===== src/rtl/lcs_pkg.sv =====
// Package for the LED color store: payload structs, command opcodes and
// color constants. No dependencies; used by every module of the block.
`default_nettype none

package lcs_pkg;

  // Default number of LEDs in the store.
  localparam int NumLedsDefault = 48;

  // Command opcodes.
  localparam logic [7:0] OpSetAll = 8'd1;
  localparam logic [7:0] OpSetOne = 8'd2;
  localparam logic [7:0] OpClear  = 8'd3;
  localparam logic [7:0] OpFocus  = 8'd4;

  // Item kinds.
  localparam logic KindCommand = 1'b0;
  localparam logic KindRead    = 1'b1;

  // Minimum packet lengths per command.
  localparam logic [5:0] MinLenSetAll = 6'd4;
  localparam logic [5:0] MinLenSetOne = 6'd5;
  localparam logic [5:0] MinLenFocus  = 6'd2;

  localparam logic [7:0] NoFocus = 8'hFF;

  typedef struct packed {
    logic [7:0] red;
    logic [7:0] green;
    logic [7:0] blue;
  } color_t;

  localparam color_t ColorBlack = '{red: 8'd0,   green: 8'd0,   blue: 8'd0};
  localparam color_t ColorWhite = '{red: 8'd255, green: 8'd255, blue: 8'd255};
  localparam color_t ColorDim   = '{red: 8'd0,   green: 8'd0,   blue: 8'd30};
  localparam color_t ColorLayer0 = '{red: 8'd0,  green: 8'd0,   blue: 8'd100};
  localparam color_t ColorLayer1 = '{red: 8'd0,  green: 8'd100, blue: 8'd0};

  typedef struct packed {
    logic       item_kind;
    logic [7:0] opcode;
    logic [5:0] packet_length;
    logic [7:0] led_addr;
    logic [7:0] red_in;
    logic [7:0] green_in;
    logic [7:0] blue_in;
    logic       active_layer;
  } in_t;

  typedef struct packed {
    logic [7:0] echoed_command;
    logic [7:0] red_out;
    logic [7:0] green_out;
    logic [7:0] blue_out;
    logic       override_active;
    logic [7:0] focused_index;
  } out_t;

endpackage

`default_nettype wire


===== src/rtl/lcs_store.sv =====
// Color memory of the LED store: one write port, one registered read port,
// and per-entry valid bits so that never-written entries read as black.
// Depends on lcs_pkg.
`default_nettype none

module lcs_store #(
  parameter int NumLeds = lcs_pkg::NumLedsDefault,
  localparam int AddrW = (NumLeds > 1) ? $clog2(NumLeds) : 1
) (
  input  wire logic            clk_i,
  input  wire logic            rst_ni,
  input  wire logic            we_i,
  input  wire logic [AddrW-1:0] waddr_i,
  input  wire lcs_pkg::color_t wdata_i,
  input  wire logic            re_i,
  input  wire logic [AddrW-1:0] raddr_i,
  output lcs_pkg::color_t      rdata_o
);

  lcs_pkg::color_t mem [NumLeds];
  logic [NumLeds-1:0] valid_q;
  lcs_pkg::color_t rdata_q;
  logic rvalid_q;

  // Memory write and registered read; contents need no reset.
  always_ff @(posedge clk_i) begin
    if (we_i) begin
      mem[waddr_i] <= wdata_i;
    end
    if (re_i) begin
      rdata_q <= mem[raddr_i];
    end
  end

  // Valid bits stand in for the all-zero reset contents.
  always_ff @(posedge clk_i or negedge rst_ni) begin
    if (!rst_ni) begin
      valid_q  <= '0;
      rvalid_q <= 1'b0;
    end else begin
      if (we_i) begin
        valid_q[waddr_i] <= 1'b1;
      end
      if (re_i) begin
        rvalid_q <= valid_q[raddr_i];
      end
    end
  end

  assign rdata_o = rvalid_q ? rdata_q : lcs_pkg::ColorBlack;

endmodule

`default_nettype wire


===== src/rtl/led_color_store_with_focus.sv =====
// Top level of the LED color store with host override and focus.
// Depends on lcs_pkg and lcs_store.
`default_nettype none

// Each transfer on the input produces exactly one result transfer. Commands
// that touch at most one LED (set one, clear, a short packet, an unknown
// opcode, focus on an index out of range) present their result in the cycle
// after the input transfer. A read passes through the registered read port of
// the color memory and then the result register. Set all and an in-range
// focus walk the single memory write port over every entry, so the next
// input transfer is taken only after the sweep has ended. Input is also held
// off while a result still waits for its output transfer.
module led_color_store_with_focus #(
  parameter int NUM_LEDS = lcs_pkg::NumLedsDefault
) (
  input  wire logic         clk_i,
  input  wire logic         rst_ni,
  input  wire logic         in_valid_i,
  output logic              in_ready_o,
  input  wire lcs_pkg::in_t in_i,
  output logic              out_valid_o,
  input  wire logic         out_ready_i,
  output lcs_pkg::out_t     out_o
);

  localparam int IdxW = (NUM_LEDS > 1) ? $clog2(NUM_LEDS) : 1;
  localparam logic [IdxW-1:0] LastIdx = IdxW'(NUM_LEDS - 1);

  typedef enum logic [1:0] {
    StIdle,
    StSweep,
    StRead
  } state_e;

  state_e state_q, state_d;
  logic [IdxW-1:0] cnt_q, cnt_d;
  logic [IdxW-1:0] tgt_q, tgt_d;
  logic ovr_q, ovr_d;
  logic [7:0] focus_q, focus_d;
  lcs_pkg::color_t fill_q, fill_d;
  logic sweep_focus_q, sweep_focus_d;
  logic layer_q, layer_d;
  logic rd_hit_q, rd_hit_d;
  logic out_valid_q, out_valid_d;
  lcs_pkg::out_t out_q, out_d;

  logic in_xfer;
  logic in_range;
  logic [IdxW-1:0] in_idx;
  logic we;
  logic [IdxW-1:0] waddr;
  lcs_pkg::color_t wdata;
  logic re;
  lcs_pkg::color_t rdata;
  lcs_pkg::color_t rd_color;

  assign in_ready_o  = (state_q == StIdle) && (!out_valid_q || out_ready_i);
  assign in_xfer     = in_valid_i && in_ready_o;
  assign in_range    = in_i.led_addr < 8'(NUM_LEDS);
  assign in_idx      = in_i.led_addr[IdxW-1:0];
  assign out_valid_o = out_valid_q;
  assign out_o       = out_q;

  // Memory port control: set one writes at the transfer, sweeps write one
  // entry per cycle, reads issue at the transfer.
  always_comb begin
    we    = 1'b0;
    waddr = in_idx;
    wdata = '{red: in_i.red_in, green: in_i.green_in, blue: in_i.blue_in};
    if (state_q == StSweep) begin
      we    = 1'b1;
      waddr = cnt_q;
      if (sweep_focus_q) begin
        wdata = (cnt_q == tgt_q) ? lcs_pkg::ColorWhite : lcs_pkg::ColorDim;
      end else begin
        wdata = fill_q;
      end
    end else if (in_xfer && in_i.item_kind == lcs_pkg::KindCommand &&
                 in_i.opcode == lcs_pkg::OpSetOne &&
                 in_i.packet_length >= lcs_pkg::MinLenSetOne && in_range) begin
      we = 1'b1;
    end
  end

  // Reads past the end of the store never reach the memory.
  assign re = in_xfer && (in_i.item_kind == lcs_pkg::KindRead) && in_range;

  lcs_store #(
    .NumLeds(NUM_LEDS)
  ) u_store (
    .clk_i   (clk_i),
    .rst_ni  (rst_ni),
    .we_i    (we),
    .waddr_i (waddr),
    .wdata_i (wdata),
    .re_i    (re),
    .raddr_i (in_idx),
    .rdata_o (rdata)
  );

  // Color shown by the LED being read.
  always_comb begin
    if (!rd_hit_q) begin
      rd_color = lcs_pkg::ColorBlack;
    end else if (ovr_q) begin
      rd_color = rdata;
    end else if (layer_q) begin
      rd_color = lcs_pkg::ColorLayer1;
    end else begin
      rd_color = lcs_pkg::ColorLayer0;
    end
  end

  // Next-state logic for the sequencer, flags and the result register.
  always_comb begin
    state_d       = state_q;
    cnt_d         = cnt_q;
    tgt_d         = tgt_q;
    ovr_d         = ovr_q;
    focus_d       = focus_q;
    fill_d        = fill_q;
    sweep_focus_d = sweep_focus_q;
    layer_d       = layer_q;
    rd_hit_d      = rd_hit_q;
    out_valid_d   = out_valid_q && !out_ready_i;
    out_d         = out_q;

    unique case (state_q)
      StIdle: begin
        if (in_xfer) begin
          if (in_i.item_kind == lcs_pkg::KindRead) begin
            layer_d  = in_i.active_layer;
            rd_hit_d = in_range;
            state_d  = StRead;
          end else begin
            case (in_i.opcode)
              lcs_pkg::OpSetAll: begin
                if (in_i.packet_length >= lcs_pkg::MinLenSetAll) begin
                  ovr_d         = 1'b1;
                  focus_d       = lcs_pkg::NoFocus;
                  fill_d        = '{red: in_i.red_in, green: in_i.green_in,
                                    blue: in_i.blue_in};
                  sweep_focus_d = 1'b0;
                  cnt_d         = '0;
                  state_d       = StSweep;
                end
              end
              lcs_pkg::OpSetOne: begin
                if (in_i.packet_length >= lcs_pkg::MinLenSetOne) begin
                  ovr_d = 1'b1;
                end
              end
              lcs_pkg::OpClear: begin
                ovr_d   = 1'b0;
                focus_d = lcs_pkg::NoFocus;
              end
              lcs_pkg::OpFocus: begin
                if (in_i.packet_length >= lcs_pkg::MinLenFocus) begin
                  ovr_d = 1'b1;
                  if (in_range) begin
                    focus_d       = in_i.led_addr;
                    tgt_d         = in_idx;
                    sweep_focus_d = 1'b1;
                    cnt_d         = '0;
                    state_d       = StSweep;
                  end
                end
              end
              default: begin
              end
            endcase
            out_valid_d = 1'b1;
            out_d = '{echoed_command: in_i.opcode, red_out: 8'd0,
                      green_out: 8'd0, blue_out: 8'd0,
                      override_active: ovr_d, focused_index: focus_d};
          end
        end
      end
      StSweep: begin
        cnt_d = cnt_q + 1'b1;
        if (cnt_q == LastIdx) begin
          state_d = StIdle;
        end
      end
      StRead: begin
        out_valid_d = 1'b1;
        out_d = '{echoed_command: 8'd0, red_out: rd_color.red,
                  green_out: rd_color.green, blue_out: rd_color.blue,
                  override_active: ovr_q, focused_index: focus_q};
        state_d = StIdle;
      end
      default: begin
        state_d = StIdle;
      end
    endcase
  end

  // State, flags and the result register.
  always_ff @(posedge clk_i or negedge rst_ni) begin
    if (!rst_ni) begin
      state_q       <= StIdle;
      cnt_q         <= '0;
      ovr_q         <= 1'b0;
      focus_q       <= lcs_pkg::NoFocus;
      sweep_focus_q <= 1'b0;
      out_valid_q   <= 1'b0;
    end else begin
      state_q       <= state_d;
      cnt_q         <= cnt_d;
      ovr_q         <= ovr_d;
      focus_q       <= focus_d;
      sweep_focus_q <= sweep_focus_d;
      out_valid_q   <= out_valid_d;
    end
  end

  // Payload registers need no reset.
  always_ff @(posedge clk_i) begin
    tgt_q    <= tgt_d;
    fill_q   <= fill_d;
    layer_q  <= layer_d;
    rd_hit_q <= rd_hit_d;
    out_q    <= out_d;
  end

endmodule

`default_nettype wire


===== config.mk =====
export PLATFORM = sky130hd
export DESIGN_NAME = led_color_store_with_focus
export DESIGN_NICKNAME = d
export VERILOG_FILES = /design/src/rtl/lcs_pkg.sv /design/src/rtl/lcs_store.sv /design/src/rtl/led_color_store_with_focus.sv
export SDC_FILE = /design/constraint.sdc
export NUM_CORES = 1
export LEC_CHECK = 0
export BUFFER_PORTS_ARGS = -buffer_cell sky130_fd_sc_hd__buf_2
export CAP_MARGIN = 20
export CORE_MARGIN = 1.5
export CORE_UTILIZATION = 55
export CTS_BUF_LIST = sky130_fd_sc_hd__clkbuf_4 sky130_fd_sc_hd__clkbuf_8
export CTS_CLUSTER_SIZE = 8
export DETAILED_ROUTE_END_ITERATION = 8
export GPL_ROUTABILITY_DRIVEN = 0
export PLACE_DENSITY = 0.71
export REMOVE_ABC_BUFFERS = 1
export SLEW_MARGIN = 40
export SYNTH_ARGS = -nofsm -noshare
export SYNTH_HDL_FRONTEND = slang
export SYNTH_HIERARCHICAL = 1
export SYNTH_SLANG_ARGS = --single-unit

===== constraint.sdc =====
create_clock -name clk_i -period 4.4 [get_ports clk_i]
set_input_delay 0.22 -clock clk_i [delete_from_list [all_inputs] [get_ports clk_i]]
set_output_delay 0.22 -clock clk_i [all_outputs]
set_load 0.05 [all_outputs]

# Word level (Yosys, flattened, before mapping)
# Memories as Yosys holds them, arrays and structs flattened. A register that Yosys moved wholly into a read port is not among the register bits.
# Index checks and enable logic that the tools add are counted.
[classes]
div = 0
order_cmp = 7
reduce_logical = 25
bitwise = 2
mul = 0
n_shift = 0
eq_ne = 22
n_mux = 49
add_sub_neg = 1
[ops]
columns = ["op", "count"]
rows = [
  ["2-to-1 mux 24 bit", 6],
  ["2-to-1 mux 41 bit", 2],
  ["one-hot mux 41 bit (2 select lines)", 1],
  ["bitwise OR 48 bit", 1],
  ["2-to-1 mux 6 bit", 6],
  ["2-to-1 mux 8 bit", 3],
  ["one-hot mux 6 bit (2 select lines)", 2],
  ["one-hot mux 8 bit (3 select lines)", 1],
  ["== test 8 x 2 -> 1 bit (second input constant)", 2],
  ["2-to-1 mux 15 bit", 1],
  ["less-than comparator 6 x 7 -> 1 bit (second input constant)", 2],
  ["2-to-1 mux 1 bit", 14],
  ["AND reduction 7 bit", 2],
  [">= comparator 6 x 3 -> 1 bit (second input constant)", 2],
  ["2-to-1 mux 2 bit", 6],
  ["inequality test 4 bit (second input constant)", 3],
  ["AND reduction 6 bit", 2],
  ["logical AND 1 bit", 10],
  ["inequality test 2 bit (second input constant)", 5],
  ["inequality test 3 bit (second input constant)", 3],
  ["AND reduction 3 bit", 3],
  ["== test 8 x 1 -> 1 bit (second input constant)", 1],
  ["== test 8 x 3 -> 1 bit (second input constant)", 1],
  ["less-than comparator 8 x 6 -> 1 bit (second input constant)", 1],
  ["other kinds (21)", 26],
]
[totals]
mem_bits_rw = 1152
latch_bits = 0
regBits = 141
rom_bits = 0
out_inout_bits = 43
mem_count = 1
[memory_table]
columns = ["memory", "depth", "width", "rd", "rd_clocked_by_memory_dff", "wr", "line", "rtl"]
rows = [
  ["u_store.mem", 48, 24, 1, 1, 1, "lcs_store.sv:20", "lcs_pkg::color_t mem [NumLeds];"],
]

# Depth between registers and ports, before layout
# Gate-level depths: netlist of the first run.
[depth]
ltp_word = 12
ltp_mapped = 10
depth_no_buf = 8

# By module
# The synthesis of the first run kept the hierarchy.
[by_module_without_submodules]
columns = ["module", "cells_per_inst", "area_each_um2", "seq_area_each_um2", "instances"]
rows = [
  ["lcs_store", 2000, 46621.0, 36540.0, 1],
  ["led_color_store_with_focus", 339, 4244.1, 2677.6, 1],
]

# Least setup slack after synthesis of the first run
# No wires, ideal clock.
[synth_timing]
path_type = "reg-to-reg"
startpoint = "register out_valid_q (netlist: out_valid_o)"
endpoint = "register fill_q[0] in the netlist's numbering (enable)"
period_less_slack_ns = 4.158
t_required_ns = 3.925
setup_slack_ns = 0.242
arrival_time_ns = 3.683
setup_ns = 0.475
stages_incl_launch_ff = 5
cell_sequence = "dfrtp_1 nand2b_1 nand3_1 clkbuf_1 nor4b_1"
[synth_via]
elab_chain_len = 5
[synth_rtl]
columns = ["item", "line", "rtl"]
rows = [
  ["from (decl)", "led_color_store_with_focus.sv:44", "logic out_valid_q, out_valid_d;"],
  ["from (signal assigned)", "led_color_store_with_focus.sv:213", "out_valid_q <= out_valid_d;"],
  ["zero test 1 bit", "led_color_store_with_focus.sv:57", "assign in_ready_o = (state_q == StIdle) && (!out_valid_q || out_ready_i);"],
  ["logical OR 1 bit", "led_color_store_with_focus.sv:57", ""],
  ["logical AND 1 bit", "led_color_store_with_focus.sv:57", ""],
  ["logical AND 1 bit", "led_color_store_with_focus.sv:58", "assign in_xfer = in_valid_i && in_ready_o;"],
  ["AND reduction 5 bit (no source line)", "n/a", ""],
  ["to (signal assigned)", "led_color_store_with_focus.sv:220", "fill_q <= fill_d;"],
  ["to (decl)", "led_color_store_with_focus.sv:40", "lcs_pkg::color_t fill_q, fill_d;"],
]
# No other way between the ends.
# A chain may end at the register's enable or synchronous reset.

# Final worst setup path of the first run
[layout_timing]
startpoint = "register state_q[1]"
endpoint = "memory u_store/mem[46][19] in the netlist's numbering (enable)"
[layout_via]
elab_chain_len = 11
elab_cells_between_ends = 13
cone_classes = "eq/ne: 1; mux: 5; reduce/logical: 7"
[layout_rtl]
columns = ["item", "line", "rtl"]
rows = [
  ["from (decl)", "led_color_store_with_focus.sv:35", "state_e state_q, state_d;"],
  ["from (signal assigned)", "led_color_store_with_focus.sv:201", "state_q <= StIdle;"],
  ["from (signal assigned)", "led_color_store_with_focus.sv:208", "state_q <= state_d;"],
  ["zero test 2 bit", "led_color_store_with_focus.sv:57", ""],
  ["logical AND 1 bit", "led_color_store_with_focus.sv:57", ""],
  ["logical AND 1 bit", "led_color_store_with_focus.sv:58", ""],
  ["logical AND 1 bit (2 in a row)", "led_color_store_with_focus.sv:78", "end else if (in_xfer && in_i.item_kind == lcs_pkg::KindCommand &&"],
  ["logical AND 1 bit", "led_color_store_with_focus.sv:79", "in_i.opcode == lcs_pkg::OpSetOne &&"],
  ["logical AND 1 bit", "led_color_store_with_focus.sv:80", "in_i.packet_length >= lcs_pkg::MinLenSetOne && in_range) begin"],
  ["2-to-1 mux 1 bit", "led_color_store_with_focus.sv:78", ""],
  ["2-to-1 mux 1 bit *", "led_color_store_with_focus.sv:70", "if (state_q == StSweep) begin"],
  ["net we", "led_color_store_with_focus.sv:50", "logic we;"],
  ["2-to-1 mux 1 bit *", "lcs_store.sv:27", "if (we_i) begin"],
  ["2-to-1 mux 1 bit (not written as such) *", "lcs_store.sv:28", "mem[waddr_i] <= wdata_i;"],
  ["to (decl)", "lcs_store.sv:20", ""],
]
# The timed path passes the listed nets; every way through them passes the cells marked *.

==> summary by stage, run 1 <==
Status
The flow ran to the end, and the final reports show no timing, DRC or antenna violations.

Global route
The number of antenna violations at the first check in global routing is 13. The first global-routing pass estimated 178,000 um of wire. Global routing consumed, over all layers together, a little over a quarter of the routing resources. The number of global-route vias before repair is around 26,000. Entering global routing, the biggest net connects between 50 and 60 pins. Global routing finished with a remaining overflow of 0.

Timing
The worst path needs roughly 3.8 ns of the cycle, external delays included. The final count of hold timing violations came to 0. The final count of pins violating max slew is 0. The setup-violating endpoint count in the final report is 0.

The setup TNS is 0 ns. The tightest slew margin relative to the limit is 41.7%. The largest clock skew in the final design is 0.0497 ns. The slew at the pin closest to its max-slew limit is 0.873 ns.

The minimum setup slack in the final design is 0.626 ns. Dividing the final minimum period by the clock period gives between 80% and 90%. Final hold analysis gives a worst-case slack of 0.0891 ns. Setup repair after global routing left no endpoint under its margin.

Timing would allow up to between 200 and 300 MHz.

Critical path
The start point of the critical path is state_q[1]$_DFFE_PN0P_. The required arrival time at the worst endpoint is 4.90 ns. The number of cells traversed by the worst register-to-register path is 9. The setup path with the least slack is of type flop to flop. The worst setup path is launched from a flop. Of all nets on the critical path, the largest fanout is 25.

STA puts the critical path data arrival time at 4.28 ns. For this run, the slowest stage of the critical path takes 0.56 ns. The startpoint of the most critical register-to-register path is state_q[1]$_DFFE_PN0P_.

The signal on the critical path passes through nor2_1 -> nand3_1 -> buf_4 -> nor4_1 -> a21o_1 -> nor2b_1 -> nand3_1 -> nor2_2 -> buf_4. STA classifies the critical path endpoint as a flop. The critical-path cell with the highest stage delay is nand3_1.

Floorplan
The initial core utilization is 55.5%. Pin placement for this block handled 95 I/O pins. The floorplan step set the die width to 307 um. The total number of placement rows is 111. The die footprint is 94,300 um2. From bottom edge to top edge, the die measures 307 um.

The floorplan step defined a core boundary enclosing 91,700 um2.

Synth
The number of synthesized register bits is between 1,000 and 1,500. The synthesized area per cell is 21.7 um2. In the synthesized netlist the dominant register cell turns out to be edfxtp_1. The post-synth design cell area is approximately 51,000 um2. The number of flops mapped to enable cells by yosys is 1,249. The share of the Yosys chip area taken by registers is 77.1%. After synthesis, the share of flip-flops with an asynchronous set or reset is roughly 5.2%. The number of instances in the synthesized netlist is 2,339. The number of distinct standard cells referenced by the synthesized netlist is 62.

Yosys printed 6 warnings.

Layout
The number of fillers in the final layout is about 6,000. Cells with a size suffix above 1 make up 34.4% of the layout. The signed area change from the synthesized netlist to the final layout is 13.5%.

In the final design database the tool counted 2,727 nets. The final cell utilization of the core is 63.0%.

Power
Per report_power, the combinational group accounts for under 10% of the total. The internal portion of the total power is between 15 and 20 mW. Per report_power, the sequential group accounts for 55.5% of the total.

Summed over all nets, the switching power comes to around 5.1 mW. The maximum vdd drop is 0.000289 V. The clock network fraction of total power is 40.8%. Dividing total power by cell area gives a power density of 422 nW/um2. The switching portion of total power is a little over a fifth. The leakage component of the power is 18.5 nW.

Clocking
TritonCTS built the clock tree. The latest clock arrival within the worst-skew pair is 0.88 ns. In this run the post-CTS setup repair buffer count came out at 0. In this run the clock root is driven by a clkbuf_8. Gates resized during post-CTS repair numbered 0. The post-CTS clock slew at the launch and capture registers of the worst setup and hold paths is 0.06 ns. No sink is reached through more buffers than the 3 on the longest clock path.

CTS built an H-tree with a depth of 4. The number of hold buffers added after CTS was 48. For this design, the sink count on the clock tree is 1,317. Buffers inserted during clock tree synthesis total 200.

Drt
The first detailed-routing pass ran for 6 iterations. In the routed layout, each cell is associated on average with a via count of 6.42. The final routed DRC violation total is 0. The count of nets left with antenna violations once routing finished came out at 0. For this block, the initial DRC count from the detailed router was 3,026.

The via count is 25,747. The final layout contains routed wiring with a total length of around 120,000 um. The final routed wire length divided by cell count is 30.9 um.

Worst hold path
The hold path startpoint is in_i[5]. The tightest min-delay check is of the input port to flop type. Along the worst hold path, the cell count comes to 2.

Placement
The wire-length estimate of the detail-placed layout is 76,200 um. Before CTS, the worst setup slack after placement is 0.549 ns. In this run the tool buffered the top-level ports with 94 buffer cells.

Run
The number of violations of the max-capacitance limit is 0.
[per-stage QoR]
| step | cells | area [um2] | power, mW |
|---|---|---|---|
| after detailed placement | 3610 | 53300 | 14.7 |
| after global routing | 4008 | 57700 | 25.1 |
| after global placement | 3606 | 53200 | 14.6 |
| final | 4011 | 57700 | 24.4 |
| after CTS | 4006 | 57700 | 24.5 |
| after floorplan | 2209 | 50100 | 14.2 |
[cell usage in the layout, fill, tap and decap left out, drive strengths merged, types with 6 or more instances in the layout]
| cell type | instances |
|---|---|
| edfxtp | 1249 |
| dlygate4sd3 | 48 |
| clkinv | 30 |
| nor2b | 35 |
| o22ai | 99 |
| mux2 | 12 |
| buf | 215 |
| nand2 | 50 |
| nand3 | 13 |
| o221a | 6 |
| o22a | 20 |
| dfrtp | 60 |
| clkbuf | 306 |
| o21ai | 34 |
| nor2 | 74 |
| a21oi | 15 |
| or4 | 29 |
| dfstp | 8 |
| mux4 | 320 |
| a221o | 6 |
| and2 | 44 |
| inv | 15 |
| nand3b | 8 |
| or2 | 48 |
[final timing paths]
path                                                    to  slack [ns]
min                                    fill_q[4]$_DFFE_PP_        0.09
min reg2reg                u_store/valid_q[24]$_DFFE_PN0P_        0.46
max in group asynchronous        sweep_focus_q$_DFFE_PN0P_        3.05
min in group asynchronous           focus_q[4]$_DFFE_PN1P_        0.50
max                          u_store/mem[46][19]$_DFFE_PP_        0.63
max reg2reg                  u_store/mem[46][19]$_DFFE_PP_        0.63
[sequential cells by signal, summed over array words and instances (netlist names), 2 cells and up]
| register | flops |
|---|---|
| u_store/mem | 1152 |
| u_store/valid_q | 48 |
| out_o | 41 |
| fill_q | 24 |
| u_store/rdata_q | 24 |
| focus_q | 8 |
| cnt_q | 6 |
| tgt_q | 6 |
| state_q | 2 |
[routing by layer]
metal / vias to the layer above / share of wire (%) / GRT usage (%)
li1: 10515 / - / -
met1: 13585 / 40 / 38.9
met2: 1454 / 47 / 40.9
met3: 187 / 10 / 6.16
met4: 6 / 2.9 / 9.25
met5: - / 0.025 / 0
[critical path: cells and delay by family (launching register included)]
kind	cells	cell delay, ns
AO/OA/AOI/OAI	1	0.34
buffers and inverters	2	0.57
AND/OR/NAND/NOR	6	1.95
flip-flops	1	0.48
[kinds of logic (layout without fill, tap and decap cells)]
group	Yosys count	in the layout	synth area share (%)
xor gates and xnor gates	6	6	0.103
muxes	337	337	14.8
other	0	5	0
AOI/OAI and AO/OA	207	207	2.75
DFF	1317	1317	77.1
adders and majority gates	1	1	0.0246
buffers and inverters	137	618	1.63
and+or+nand+nor	334	334	3.62
[Yosys cell counts (12+ instances only)]
library cell / n / share of area, %
edfxtp_1: 1249 / 74
mux4_2: 286 / 13
o22ai_1: 99 / 1.2
nor2_1: 74 / 0.55
dfrtp_1: 60 / 3.0
nand2_1: 50 / 0.37
clkbuf_1: 48 / 0.35
or2_2: 48 / 0.59
and2_1: 44 / 0.54
buf_2: 41 / 0.40
nor2b_1: 35 / 0.43
mux4_1: 34 / 1.8
or4_1: 29 / 0.43
buf_6: 24 / 0.53
o21ai_1: 24 / 0.24
o22a_1: 20 / 0.34
a21oi_1: 15 / 0.15
nand3_1: 13 / 0.13
mux2_2: 12 / 0.27
[power by group through the flow]
stage | logic (mW) | clock network [mW] | registers, mW
4_1_cts | 0.898 | 10.1 | 13.5
5_1_grt | 0.927 | 10.6 | 13.5
2_1_floorplan | 0.390 | 0 | 13.8
3_5_place_dp | 0.863 | 0 | 13.8
3_3_place_gp | 0.850 | 0 | 13.8
6_report | 0.897 | 9.93 | 13.5
[area by class of cell]
class | instances | area [um2] | area share [%]
clock buffer | 306 | 3590 | 6.21
tap | 1186 | 1480 | 2.57
inverter | 7 | 26.3 | 0.0455
clock inverter | 42 | 370 | 0.642
sequential | 1317 | 39200 | 67.9
antenna | 5 | 12.5 | 0.0217
timing repair buffer | 263 | 2010 | 3.48
multi-input combinational | 885 | 11000 | 19.1
Power figures use the tool's default switching activity.
==> inputs of run 2 (changes only) <==
--- a/config.mk
+++ b/config.mk
@@ -13,7 +13,7 @@
 export CTS_CLUSTER_SIZE = 8
 export DETAILED_ROUTE_END_ITERATION = 8
 export GPL_ROUTABILITY_DRIVEN = 0
-export PLACE_DENSITY = 0.71
+export PLACE_DENSITY_LB_ADDON = 0.08
 export REMOVE_ABC_BUFFERS = 1
 export SLEW_MARGIN = 40
 export SYNTH_ARGS = -nofsm -noshare
==> summary by stage, run 2 (synthesis gave the netlist of run 1 again) <==
Layout
The library cell used most frequently in the layout, excluding fill and tap cells, is edfxtp_1. Compared with the post-synthesis result, the final layout area differs by 14.0%. The library cells used most frequently in the layout, excluding fill and tap cells, are 1,249 x edfxtp_1, 286 x mux4_2, 214 x clkbuf_8, 114 x buf_4, 111 x clkbuf_4. The number of fillers in the final layout is 6,263. The register ranked first by flip-flop count is u_store/mem. Summing all flip-flop and latch instances after layout gives ~39,000 um2. After the last flow step, the layout net total stands at 2,735. In the final layout, the share of cells above drive strength 1 is 35.6%. Summing all multi-input logic gate instances after layout gives around 11,000 um2.

The register with the most flip-flops in the layout has 1,152 of them.

Power
For this design the ratio of total power to cell area is 420 nW/um2. The leakage component of the power is 18.6 nW. The worst-case IR drop observed on VDD is roughly 0.00033 V.

Timing
The setup-violating endpoint count in the final report is 0. Summed over all failing endpoints, the final setup total negative slack is 0 ns. In the finished design, the share of the clock period the worst path needs comes to a little under 80%. The tightest hold path in the finished design has a slack of roughly 0.08 ns. The worst pin sits at a relative slew slack of between 40% and 50%. At the pin with the least slew margin, the transition time is 0.885 ns.

The largest clock skew in the final design is 0.0374 ns. The final count of pins violating max slew is 0. Setup repair after global routing left no endpoint under its margin.

The achievable frequency is 292 MHz. The clock period could shrink to 3.42 ns. The final count of hold timing violations came to 0.

Global route
The wire length of the first global-routing pass is about 190,000 um. The number of global-route vias before repair was 25,480. The largest net degree at the start of global routing is between 60 and 70. The number of antenna violations at the first check in global routing was 12. Summed over all layers, the global routing overflow is 0. The combined global-route utilization of all metal layers is 28.5%.

Drt
The routed layout has 25,776 vias. In this run the remaining antenna-violating nets after routing total 0. The total wirelength of the detailed-routed design is about 130,000 um. In the routed design, unresolved DRC markers number 0. In the routed layout, each cell is associated on average with a via count of 6.40. The final routed wire length divided by cell count is 32.7 um. The violation count after the first detailed-routing iteration is 3,619. The number of optimization iterations in the first detailed-route pass is 6.

Critical path
STA classifies the critical path endpoint as a flop. The data arrival time of the critical path is 3.93 ns. The largest fanout of any net on the critical path is 24. The required arrival time at the worst endpoint is 4.90 ns.

The type of the worst setup path is input port to flop. The startpoint class of the critical path is an input port.

Clocking
The clock tree root buffer cell is clkbuf_8. The number of buffers inserted during clock tree synthesis is 200. The maximum count of clock buffers along a single path is 3.

Clock tree synthesis found a total of 1,317 sinks. The clock tree synthesis step divided the H-tree into 4 levels. At the later pin of the worst-skew pair, clock insertion delay measures 0.87 ns. The post-CTS clock slew at the launch and capture registers of the worst setup and hold paths is 0.06 ns. TritonCTS built the clock tree.

Status
The run finished with clean final reports.

Placement
The number of port buffers is 94. Detailed placement finished with a half-perimeter wire length of between 80,000 and 90,000 um.

Floorplan
The number of top-level pins is 95. After floorplanning, the core was divided into 111 placement rows. The die footprint is 94,300 um2. Once the floorplan was initialized, standard cells occupied 55.5% of the core. From bottom edge to top edge, the die measures around 310 um. From left edge to right edge, the die measures approximately 300 um.

The area inside the core boundary is 91,700 um2.

Run
The number of violations of the max-capacitance limit is 0.

Worst hold path
The type of the most critical hold path is input port to flop.
==> run 2: final cells by class <==
type | count | area share [%]
Tap cell | 1186 | 2.56
Sequential cell | 1317 | 67.6
Timing Repair Buffer | 271 | 3.74
Inverter | 7 | 0.0453
Clock buffer | 325 | 6.51
Multi-Input combinational cell | 885 | 19.2
Antenna cell | 6 | 0.0259
Clock inverter | 31 | 0.280
==> run 2: repair_timing <==
action	4_1_cts	5_1_grt
resized for setup	0	0
setup buffers	0	0
hold endpoints to repair	156	0
hold buffers	47	0
==> run 2: path summary, 6_finish.rpt <==
path | startpoint | endpoint | slack [ns] | cells after the start
setup / recovery | in_i[44] | u_store/mem[10][3]$_DFFE_PP_ | 0.98 | 9
hold / removal | in_i[30] | tgt_q[5]$_DFFE_PP_ | 0.08 | 2
max in group asynchronous | rst_ni | u_store/rvalid_q$_DFFE_PN0P_ | 3.19 | 4
setup reg to reg | state_q[1]$_DFFE_PN0P_ | u_store/mem[10][3]$_DFFE_PP_ | 0.98 | 9
min in group asynchronous | rst_ni | u_store/valid_q[35]$_DFFE_PN0P_ | 0.53 | 4
hold reg to reg | u_store/valid_q[31]$_DFFE_PN0P_ | u_store/valid_q[31]$_DFFE_PN0P_ | 0.46 | 1
==> run 2: critical path, stage by stage <==
cell and delay (ns):
dlygate4sd3_1 0.54, buf_2 0.13, or4_1 0.77, nor4_1 0.40, a21o_1 0.33, nor2b_1 0.33, nand2_1 0.54, nor2_2 0.27
buf_4 0.38
==> run 2: power breakdown <==
| group | leakage, nW | internal (mW) | total (mW) | switching (mW) |
|---|---|---|---|---|
| clock | 2.12 | 5.39 | 9.90 | 4.52 |
| combinational | 4.68 | 0.395 | 0.906 | 0.511 |
| sequential | 11.9 | 13.5 | 13.5 | 0.0000000000000000199 |
| total | 18.6 | 19.3 | 24.3 | 5.03 |
==> run 2: routing by layer <==
| layer | wire length, um | GRT usage [%] |
|---|---|---|
| met3 | 13600 | 6.46 |
| met4 | 3250 | 8.25 |
| met2 | 58600 | 40.8 |
| met5 | 13 | 0 |
| met1 | 56200 | 44.5 |
==> run 2: per-stage QoR <==
step / util (%) / worst slack [ns] / total power, mW / instances / cell area (um2)
floorplan: - / 0.125 / 14.2 / 2209 / 50100
global placement: 58.3 / 0.831 / 14.7 / 3614 / 53400
detailed placement: 58.4 / 0.713 / 14.7 / 3618 / 53500
CTS: 63.2 / 1.02 / 24.5 / 4021 / 58000
global route: 63.3 / 0.846 / 25.1 / 4024 / 58000
finish: 63.3 / 0.976 / 24.3 / 4028 / 58000
